### config.mk
export PLATFORM = sky130hd
export DESIGN_NAME = tbsr_mul
export DESIGN_NICKNAME = d
export VERILOG_FILES = /design/src/rtl/tbsr_pkg.sv /design/src/rtl/tbsr_mul.sv
export SDC_FILE = /design/constraint.sdc
export NUM_CORES = 2
export LEC_CHECK = 0
export BUFFER_PORTS_ARGS = -buffer_cell sky130_fd_sc_hd__buf_2
export CAP_MARGIN = 20
export CORE_ASPECT_RATIO = 1.75
export CORE_UTILIZATION = 25
export DETAILED_ROUTE_END_ITERATION = 10
export GPL_TIMING_DRIVEN = 0
export MAX_ROUTING_LAYER = met4
export PLACE_DENSITY_LB_ADDON = 0.2
export SYNTH_ARGS = -nofsm -noshare
export SYNTH_HDL_FRONTEND = slang
export SYNTH_SLANG_ARGS = --single-unit
export TNS_END_PERCENT = 10
### constraint.sdc
create_clock -name clk -period 15.36 [get_ports clk]
set_input_delay 2.304 -clock clk [delete_from_list [all_inputs] [get_ports clk]]
set_output_delay 2.304 -clock clk [all_outputs]
set_load 0.05 [all_outputs]
### src/rtl/tbsr_pkg.sv
// Shared types and constants of the truss bar stress recovery block.
package tbsr_pkg;

    localparam int MUL_W      = 32;
    localparam int QUO_W      = 33;
    localparam int STRAIN_W   = 32;
    localparam int STRESS_W   = 64;
    localparam int FRAC_SHIFT = 30;
    localparam int AREA_FRAC  = 16;
    localparam int FSUM_W     = 96;
    localparam int FSH_W      = FSUM_W - AREA_FRAC;
    localparam int DCNT_W     = $clog2(QUO_W + 2);

    localparam logic [QUO_W-1:0] STRAIN_LIM_POS = 33'h0_7FFF_FFFF;
    localparam logic [QUO_W-1:0] STRAIN_LIM_NEG = 33'h0_8000_0000;
    localparam logic [FSH_W-1:0] FORCE_LIM_POS  = 80'h0_7FFF_FFFF_FFFF_FFFF;
    localparam logic [FSH_W-1:0] FORCE_LIM_NEG  = 80'h0_8000_0000_0000_0000;

    typedef logic [1:0] status_t;
    localparam status_t ST_OK       = 2'd0;
    localparam status_t ST_ZERO_LEN = 2'd1;
    localparam status_t ST_SAT      = 2'd2;
    localparam status_t ST_NO_FIRST = 2'd3;

    typedef struct packed {
        logic done;
        logic ovf;
    } div_stat_t;

    typedef enum logic [10:0] {
        S_IDLE       = 11'b000_0000_0001,
        S_MUL        = 11'b000_0000_0010,
        S_CHECK      = 11'b000_0000_0100,
        S_DIV        = 11'b000_0000_1000,
        S_SAT        = 11'b000_0001_0000,
        S_STRESS     = 11'b000_0010_0000,
        S_STRESS_CAP = 11'b000_0100_0000,
        S_FORCE_LO   = 11'b000_1000_0000,
        S_FORCE_HI   = 11'b001_0000_0000,
        S_FORCE_SUM  = 11'b010_0000_0000,
        S_OUT        = 11'b100_0000_0000
    } state_t;

endpackage

### src/rtl/tbsr_mul.sv
// Shared unsigned multiplier with a registered product.
module tbsr_mul
    import tbsr_pkg::*;
(
    input  logic                 clk,
    input  logic [MUL_W-1:0]     a,
    input  logic [MUL_W-1:0]     b,
    output logic [2*MUL_W-1:0]   product
);

    logic [2*MUL_W-1:0] product_reg;

    always_ff @(posedge clk)
    begin
        product_reg <= a * b;
    end

    assign product = product_reg;

endmodule

==> flow_metrics.py <==
metrics = {
    "setup_path": {
        "critPathKind": "input port to register",
        "start_kind": "input port",
        "required_ns": 15.68,
        "arrival_ns": 11.49,
        "crit_fanout": 10,
        "worst_setup_path_end_kind": "register",
    },
    "final_layout": {
        "drive_above_1_share_pct": 4.56,
        "nNetsFinal": 5122,
        "stdcell_count": 5741,
        "fillerInstances": 14935,
        "area_delta_synth_final_pct": 10.1,
        "largest_reg_flops": 64,
    },
    "floorplan": {
        "rows": 180,
        "dieArea_um2": 140000,
        "dieWidth_um": 284,
        "io_pins": 129,
        "design.core.area_um2": 138000,
        "dieHeight_um": 495,
        "initial_core_util_pct": 25.2,
    },
    "route": {
        "drtAntennaViolNets": 0,
        "num_vias": 26333,
        "first_iter_violations": 1332,
        "firstDrtPassIters": 5,
        "drc": 0,
        "avgViaCountPerCell": 4.59,
        "finalWirelength_um": 153000,
        "avgRoutedWirePerCell_um": 26.7,
    },
    "global_routing": {
        "met3_usage_pct": 2.07,
        "antenna_found_initial": 17,
        "grt_util_met1_pct": 22.0,
        "grt-ovfl-total": 0,
        "grt_pass1_wl_um": 217000,
        "grt_max_degree": 13,
        "use_met2_pct": 42.7,
        "grt_usage_pct": 22.9,
        "grt.busiest_layer": "met2",
        "grt_pass1_vias": 29757,
    },
    "clock_tree": {
        "cts-buffers-inserted": 9,
        "cts.path.max_buffers": 2,
        "cts.sink_count": 64,
        "root_buffer": "clkbuf_16",
        "cts_setup_buffers": 0,
        "cts_tree": "yes",
        "cts_resized": 0,
        "postCtsHoldBufs": 0,
        "h-tree-depth": 3,
        "clk_pin_slew_worst_paths_ns": 0.07,
    },
    "yosys": {
        "synth-warning-count": 0,
        "ys_ff_latch": 64,
        "synth_ff_type": "dfxtp_1",
        "synth.distinct_cells": 57,
        "syn_area_per_cell_um2": 9.25,
        "synth_edf_count": 0,
        "mappedNetlistArea_um2": 34700,
        "synth_fp_nets": 4972,
        "ys_seq_area_share_pct": 3.69,
        "synthCells": 3748,
        "synthArstFlopShare_pct": 0,
    },
    "sta": {
        "fin_tns_setup_ns": 0,
        "hold_ws_ns": 2.33,
        "drv_slew": 0,
        "rsz0062_at_grt": "no",
        "post-route-min-period_ns": 11.17,
        "max_freq_mhz": 89.5,
        "layout_setup_ws_ns": 4.19,
        "setup_viol": 0,
        "relSlewSlack_pct": 20.5,
        "worst_pin_slew_ns": 1.19,
        "min_period_over_period_pct": 72.7,
        "hold_viol": 0,
    },
    "status": {
        "outcome": "completed",
    },
    "placed_design": {
        "port_buffers": 128,
        "dp_cells": 5707,
        "gp_congestion": 0.961,
        "pre_cts_slack_ns": 3.63,
        "dp_hpwl_um": 136000,
    },
    "flow_run": {
        "drv_cap": 0,
    },
    "hold_path": {
        "hold_path_class": "input port to register",
    },
}
-- worst max-delay path: stages --
cell and delay (ns):
buf_2 0.21, clkbuf_1 0.74, nand2_1 0.22, fa_1 0.58, inv_1 0.05, fa_1 0.49, fa_1 0.66, fa_1 0.53
fa_1 0.60, fa_1 0.45, fa_1 0.54, inv_1 0.06, fa_1 0.47, inv_1 0.04, ha_1 0.25, buf_2 0.18
nand4_1 0.31, or4_1 0.54, or3_1 0.46, a31oi_1 0.73, a31o_2 0.39, a211oi_1 0.18, o21ai_1 0.22, xor2_1 0.22
-- placed cells by master (no fill, tap or decap), drive strengths merged, types with 3 or more instances in the layout --
cell type / synthesis / final
buf: 7 / 146
fa: 896 / 896
o21ai: 26 / 26
a31oi: 12 / 12
xnor2: 35 / 35
a221oi: 4 / 4
ha: 263 / 263
a21o: 40 / 40
or4: 3 / 3
or2: 3 / 3
and4: 3 / 3
and3: 14 / 14
nand4: 23 / 23
a21boi: 3 / 3
a21oi: 66 / 66
xor2: 25 / 25
diode: 0 / 18
dfxtp: 64 / 64
o221ai: 3 / 3
or3: 3 / 3
nor2: 20 / 20
and2: 602 / 602
nor3: 7 / 7
a221o: 4 / 4
nand3: 10 / 10
inv: 865 / 867
o21a: 9 / 9
nand2: 480 / 480
o21bai: 11 / 11
a211oi: 3 / 3
clkbuf: 213 / 224
o31ai: 5 / 5
-- cells by family (layout without fill, tap and decap cells) --
group                    after synthesis  after routing  synth area share, %
adder cells (fa/ha/maj)             1159           1159                 61.2
AO/OA/AOI/OAI                        202            202                 4.15
AND/OR/NAND/NOR                     1177           1177                 17.6
other                                  0             18                    0
XOR/XNOR                              60             60                 1.52
multiplexers                           1              1               0.0289
buffers and inverters               1085           1240                 11.8
flip-flops                            64             64                 3.69
-- final timing paths --
kind / start / to / slack, ns / depth (start not counted)
hold / removal: b[0] / product[0] / 2.33 / 2
setup / recovery: a[10] / product[62] / 4.19 / 24
-- cell usage after synthesis (all sizes together), types with 4 or more instances --
library cell    n  share of area, %
fa            896                52
a21o           40              0.87
a221o           4              0.12
nand3          10              0.14
o31ai           5              0.23
nand4          23              0.41
a221oi          4              0.25
a21oi          66              0.99
xor2           25              0.63
nor3            7              0.10
and3           14              0.25
nand2         480               5.2
inv           865               9.4
buf             7             0.097
xnor2          35              0.88
o21a            9              0.19
o21bai         11              0.25
nor2           20              0.22
o21ai          26              0.38
a31oi          12              0.22
clkbuf        213               2.3
dfxtp          64               3.7
ha            263               9.5
and2          602                11
-- through the flow --
| stage | cell area, µm² | util, % |
|---|---|---|
| global route | 38100 | 27.7 |
| global placement | 37600 | 27.3 |
| detailed placement | 37800 | 27.5 |
| CTS | 38100 | 27.7 |
| finish | 38200 | 27.7 |
| floorplan | 34700 | - |
-- final cells by class --
cell class / count / area [µm²] / share of cell area [%]
inverter: 865 / 3250 / 8.51
timing repair buffer: 139 / 831 / 2.18
tap: 1820 / 2280 / 5.97
buffer: 220 / 833 / 2.18
sequential: 64 / 1280 / 3.36
multi-input combinational: 2599 / 29300 / 76.8
clock inverter: 5 / 86.3 / 0.226
antenna: 18 / 45.0 / 0.118
clock buffer: 11 / 253 / 0.662
-- layer usage --
layer | up-vias | wire (µm)
li1 | 11180 | -
met1 | 14021 | 50500
met4 | 0 | 13700
met5 | - | 0
met3 | 358 | 5040
met2 | 774 | 83800
Power is left out: the tool's default activity adds up to more than one toggle a clock period on the data nets, which glitch-free logic cannot reach.
