`config.mk`:
```
export PLATFORM = sky130hd
export DESIGN_NAME = tbsr_div
export DESIGN_NICKNAME = d
export VERILOG_FILES = /design/src/rtl/tbsr_pkg.sv /design/src/rtl/tbsr_div.sv
export SDC_FILE = /design/constraint.sdc
export NUM_CORES = 1
export LEC_CHECK = 0
export ABC_CLOCK_PERIOD_IN_PS = 4400
export BUFFER_PORTS_ARGS = -buffer_cell sky130_fd_sc_hd__buf_2
export CORE_MARGIN = 8
export CORE_UTILIZATION = 35
export CTS_CLUSTER_SIZE = 10
export DETAILED_ROUTE_END_ITERATION = 10
export SYNTH_ARGS = -nofsm -noshare
export SYNTH_HDL_FRONTEND = slang
export SYNTH_SLANG_ARGS = --single-unit
```
`constraint.sdc`:
```
create_clock -name clk -period 4.4 [get_ports clk]
set_input_delay 0.66 -clock clk [delete_from_list [all_inputs] [get_ports clk]]
set_output_delay 0.66 -clock clk [all_outputs]
set_load 0.05 [all_outputs]
```
`src/rtl/tbsr_pkg.sv`:
```
// Shared types and constants of the truss bar stress recovery block.
package tbsr_pkg;

    localparam int MUL_W      = 32;
    localparam int QUO_W      = 33;
    localparam int STRAIN_W   = 32;
    localparam int STRESS_W   = 64;
    localparam int FRAC_SHIFT = 30;
    localparam int AREA_FRAC  = 16;
    localparam int FSUM_W     = 96;
    localparam int FSH_W      = FSUM_W - AREA_FRAC;
    localparam int DCNT_W     = $clog2(QUO_W + 2);

    localparam logic [QUO_W-1:0] STRAIN_LIM_POS = 33'h0_7FFF_FFFF;
    localparam logic [QUO_W-1:0] STRAIN_LIM_NEG = 33'h0_8000_0000;
    localparam logic [FSH_W-1:0] FORCE_LIM_POS  = 80'h0_7FFF_FFFF_FFFF_FFFF;
    localparam logic [FSH_W-1:0] FORCE_LIM_NEG  = 80'h0_8000_0000_0000_0000;

    typedef logic [1:0] status_t;
    localparam status_t ST_OK       = 2'd0;
    localparam status_t ST_ZERO_LEN = 2'd1;
    localparam status_t ST_SAT      = 2'd2;
    localparam status_t ST_NO_FIRST = 2'd3;

    typedef struct packed {
        logic done;
        logic ovf;
    } div_stat_t;

    typedef enum logic [10:0] {
        S_IDLE       = 11'b000_0000_0001,
        S_MUL        = 11'b000_0000_0010,
        S_CHECK      = 11'b000_0000_0100,
        S_DIV        = 11'b000_0000_1000,
        S_SAT        = 11'b000_0001_0000,
        S_STRESS     = 11'b000_0010_0000,
        S_STRESS_CAP = 11'b000_0100_0000,
        S_FORCE_LO   = 11'b000_1000_0000,
        S_FORCE_HI   = 11'b001_0000_0000,
        S_FORCE_SUM  = 11'b010_0000_0000,
        S_OUT        = 11'b100_0000_0000
    } state_t;

endpackage

```
`src/rtl/tbsr_div.sv`:
```
// Restoring divider that produces a bounded quotient one bit per cycle.
module tbsr_div
    import tbsr_pkg::*;
#(
    parameter int NUM_W = 96,
    parameter int DEN_W = 66
)
(
    input  logic              clk,
    input  logic              rst_n,
    input  logic              start,
    input  logic [NUM_W-1:0]  num,
    input  logic [DEN_W-1:0]  den,
    output logic [QUO_W-1:0]  quo,
    output div_stat_t         stat
);

    logic [DEN_W-1:0]  rem_reg;
    logic [DEN_W-1:0]  rem_next;
    logic [DEN_W-1:0]  den_reg;
    logic [QUO_W-1:0]  low_reg;
    logic [QUO_W-1:0]  quo_reg;
    logic [DCNT_W-1:0] cnt_reg;
    logic              ovf_reg;
    logic [DEN_W:0]    shifted;
    logic [DEN_W:0]    trial;
    logic              ge;

    always_comb
    begin
        shifted  = {rem_reg, low_reg[QUO_W-1]};
        trial    = shifted - {1'b0, den_reg};
        ge       = shifted >= {1'b0, den_reg};
        rem_next = ge ? trial[DEN_W-1:0] : shifted[DEN_W-1:0];
    end

    always_ff @(posedge clk or negedge rst_n)
    begin
        if (!rst_n)
        begin
            cnt_reg <= '0;
        end
        else if (start)
        begin
            cnt_reg <= DCNT_W'(QUO_W + 1);
        end
        else if (cnt_reg != '0)
        begin
            cnt_reg <= cnt_reg - DCNT_W'(1);
        end
    end

    always_ff @(posedge clk)
    begin
        if (start)
        begin
            rem_reg <= DEN_W'(num[NUM_W-1:QUO_W]);
            low_reg <= num[QUO_W-1:0];
            den_reg <= den;
            quo_reg <= '0;
        end
        else if (cnt_reg == DCNT_W'(QUO_W + 1))
        begin
            ovf_reg <= rem_reg >= den_reg;
        end
        else if (cnt_reg != '0)
        begin
            rem_reg <= rem_next;
            low_reg <= {low_reg[QUO_W-2:0], 1'b0};
            quo_reg <= {quo_reg[QUO_W-2:0], ge};
        end
    end

    assign quo       = quo_reg;
    assign stat.done = cnt_reg == DCNT_W'(1);
    assign stat.ovf  = ovf_reg;

endmodule

```
==> flow_metrics.env <==
export IMPL_grt_pass1_wl_mm=64.0
export IMPL_wl_mm=40.4
export IMPL_critical_path_arrival_ps=4010
export IMPL_portBuffers=199
export IMPL_drt_first_pass_iters=5
export IMPL_synth_edff_count=163
export IMPL_final_setup_skew_ps=11.1
export IMPL_grt_max_degree=99
export IMPL_required_ps=4670
export IMPL_tightest_slew_ps=610
export IMPL_fp_dieH_um=217
export IMPL_drv_cap=0
export IMPL_synthArstFlopShare=0.0293
export IMPL_p_leak_nw=7.15
export IMPL_yosysMostFrequentCell="nand2_1"
export IMPL_cp_slowest_cell="a2111oi_0"
export IMPL_postCtsResizedCells=0
export IMPL_worstSetupPathType="reg -> reg"
export IMPL_grt_pass1_vias=11800
export IMPL_core_um2=39900
export IMPL_synth_nets=1773
export IMPL_max_clock_freq_mhz=268
export IMPL_cp_buffers_inverters=0
export IMPL_wl_per_cell_um=18.5
export IMPL_clkTransAtPathRegs_ps=60
export IMPL_synth_cell_type_count=84
export IMPL_synthCells=1472
export IMPL_path_cells="ha_1 > a21o_1 > a21o_1 > a21oi_1 > o211a_1 > o221ai_1 > a221o_1 > a21oi_1 > o211ai_1 > a2111oi_0 > o21ai_0"
export IMPL_start_kind="flop"
export IMPL_rsz0062_at_grt="no"
export IMPL_cpLargestDelayFamily="compound AO/OA/AOI/OAI gates"
export IMPL_multi_input_area_um2=7740
export IMPL_yosysWarnings=0
export IMPL_synth_top_cells_by_count="173 x nand2_1, 163 x edfxtp_1, 162 x a21oi_1"
export IMPL_finish_instance_area_um2=16600
export IMPL_area_delta_synth_final_pct=16.8
export IMPL_drc=0
export IMPL_pin_count=200
export IMPL_cts_root_buffer="clkbuf_16"
export IMPL_rows=73
export IMPL_drive_above_1_share=0.205
export IMPL_drt_iter0_markers=700
export IMPL_synthesis_area_um2=14200
export IMPL_run_status="completed"
export IMPL_maxSlewHeadroom=0.583
export IMPL_drv_slew=0
export IMPL_cp_end_kind="flop"
export IMPL_synth_area_leader_cell="edfxtp_1"
export IMPL_startpoint="rem_reg[3]$_DFFE_PP_"
export IMPL_cts_sinks=205
export IMPL_fill_cells=3942
export IMPL_num_vias=11600
export IMPL_numCtsBuffers=27
export IMPL_grt_antenna_before_repair=17
export IMPL_clk_path_buf_depth=3
export IMPL_fin_crit_sh=0.849
export IMPL_start_util=0.355
export IMPL_h_tree_depth=1
export IMPL_hold_viol_final=0
export IMPL_overflow=0
export IMPL_critPathMaxFanout=3
export IMPL_finalSetupViolCount=0
export IMPL_drtAntennaViolNets=0
export IMPL_clk_latency_ps=560
export IMPL_grt_use_total=0.166
export IMPL_die_area_um2=47200
export IMPL_regArea_um2=5770
export IMPL_synthFlopType="edfxtp_1"
export IMPL_period_minus_slack_ps=3740
export IMPL_die_x_um=217
export IMPL_yosys_area_top_type_share=0.345
export IMPL_fin_cells=2189
export IMPL_critical_path_max_stage_delay_ps=630
export IMPL_seq_area_frac_synth=0.406
export IMPL_avgSynthCellArea_um2=9.64
export IMPL_cts_tree="built"
export IMPL_hp_class="in -> reg"
export IMPL_r2r_start="rem_reg[3]$_DFFE_PP_"
export IMPL_setup_tns_ps=0
export IMPL_place_gp_congestion=0.916
export IMPL_dpl_cell_area_um2=15600
export IMPL_p_per_area_nw_per_um2=710
export IMPL_ir_worst_vdd_v=0.000593
export IMPL_place_inst=2132
export IMPL_avgViaCountPerCell=5.31
export IMPL_ys_seq_elements=205
export IMPL_final_nets=1938
export IMPL_place_hpwl_mm=30.7
export IMPL_ys_top_cells_by_area="edfxtp_1 35%, ha_1 12%, a21oi_1 5.7%"
export IMPL_min_from="den[11]"
## cell families after synthesis
kind of cell               after synthesis  synth area share
AOI/OAI and AO/OA                      461             0.209
and+or+nand+nor                        381             0.129
DFF                                    205             0.406
buffers and inverters                  167            0.0485
adders and majority gates              136             0.121
muxes                                   66            0.0517
xor gates and xnor gates                56            0.0346
## metrics by stage
stage / setup WS, ps / hold slack (ps) / total power, mW / util
6_report: 665 / 271 / 11.8 / 0.415
5_1_grt: 394 / 245 / 12.7 / 0.415
4_1_cts: 616 / 236 / 11.8 / 0.415
3_5_place_dp: 641 / 457 / 9.44 / 0.392
3_3_place_gp: 519 / 438 / 9.38 / 0.392
2_1_floorplan: 455 / 364 / 7.95 / -
## worst register-to-register path, stage by stage, from the launching register on
cell and delay [ps]:
edfxtp_1 410, ha_1 340, a21o_1 170, a21o_1 170, a21oi_1 150, o211a_1 180, o221ai_1 210, a221o_1 430
a21oi_1 270, o211ai_1 240, a2111oi_0 630, o21ai_0 230
## final cells by class
type	instances	share of cell area
clock inverter	7	0.00747
antenna	7	0.00106
multi-input combinational	1100	0.467
inverter	93	0.0211
timing repair buffer	210	0.0679
tap	525	0.0396
clock buffer	42	0.0479
sequential	205	0.348
## cells in the final DEF (no fill, tap or decap), drive strengths merged, types with 6 or more instances in the layout
cell	instances
nand4	41
xor2	27
nand2b	9
o21a	23
and2	7
xnor2	29
nor3	24
buf	209
inv	94
edfxtp	163
a21oi	165
a211oi	10
nand2	175
mux2i	8
o21ai	94
dfxtp	36
a21o	71
ha	135
nor2	65
nor2b	11
or3	7
mux2	58
dfrtp	6
nand3	18
o211ai	11
diode	7
a31oi	16
o31ai	7
clkbuf	42
o21bai	20
## per-layer routing
| metal | track usage | vias up | part of all wire |
|---|---|---|---|
| met5 | 0 | - | 0.0025 |
| met4 | 0.0415 | 18 | 0.025 |
| met3 | 0.0535 | 80 | 0.080 |
| met2 | 0.261 | 341 | 0.44 |
| met1 | 0.218 | 5451 | 0.45 |
| li1 | - | 5742 | - |
## timing repair
action                    4_1_cts  5_1_grt
buffers inserted                0        0
hold buffers                    1        0
hold endpoints to repair        6        0
## power by group
group | internal [mW] | total (mW) | switching [mW]
sequential | 2.74 | 3.11 | 0.366
clock | 1.41 | 2.28 | 0.867
combinational | 2.53 | 6.37 | 3.84
total | 6.69 | 11.8 | 5.08
## worst paths after layout
kind	end	slack (ps)	cells after the start
min in group asynchronous	cnt_reg[4]$_DFFE_PN0P_	460	2
setup / recovery	ovf_reg$_DFFE_PP_	660	11
hold / removal	den_reg[11]$_DFFE_PP_	270	1
max in group asynchronous	cnt_reg[3]$_DFFE_PN0P_	3800	2
hold reg to reg	quo[32]$_SDFFE_PP0P_	460	2
setup reg to reg	ovf_reg$_DFFE_PP_	660	11
(Power assumes the default switching activity.)
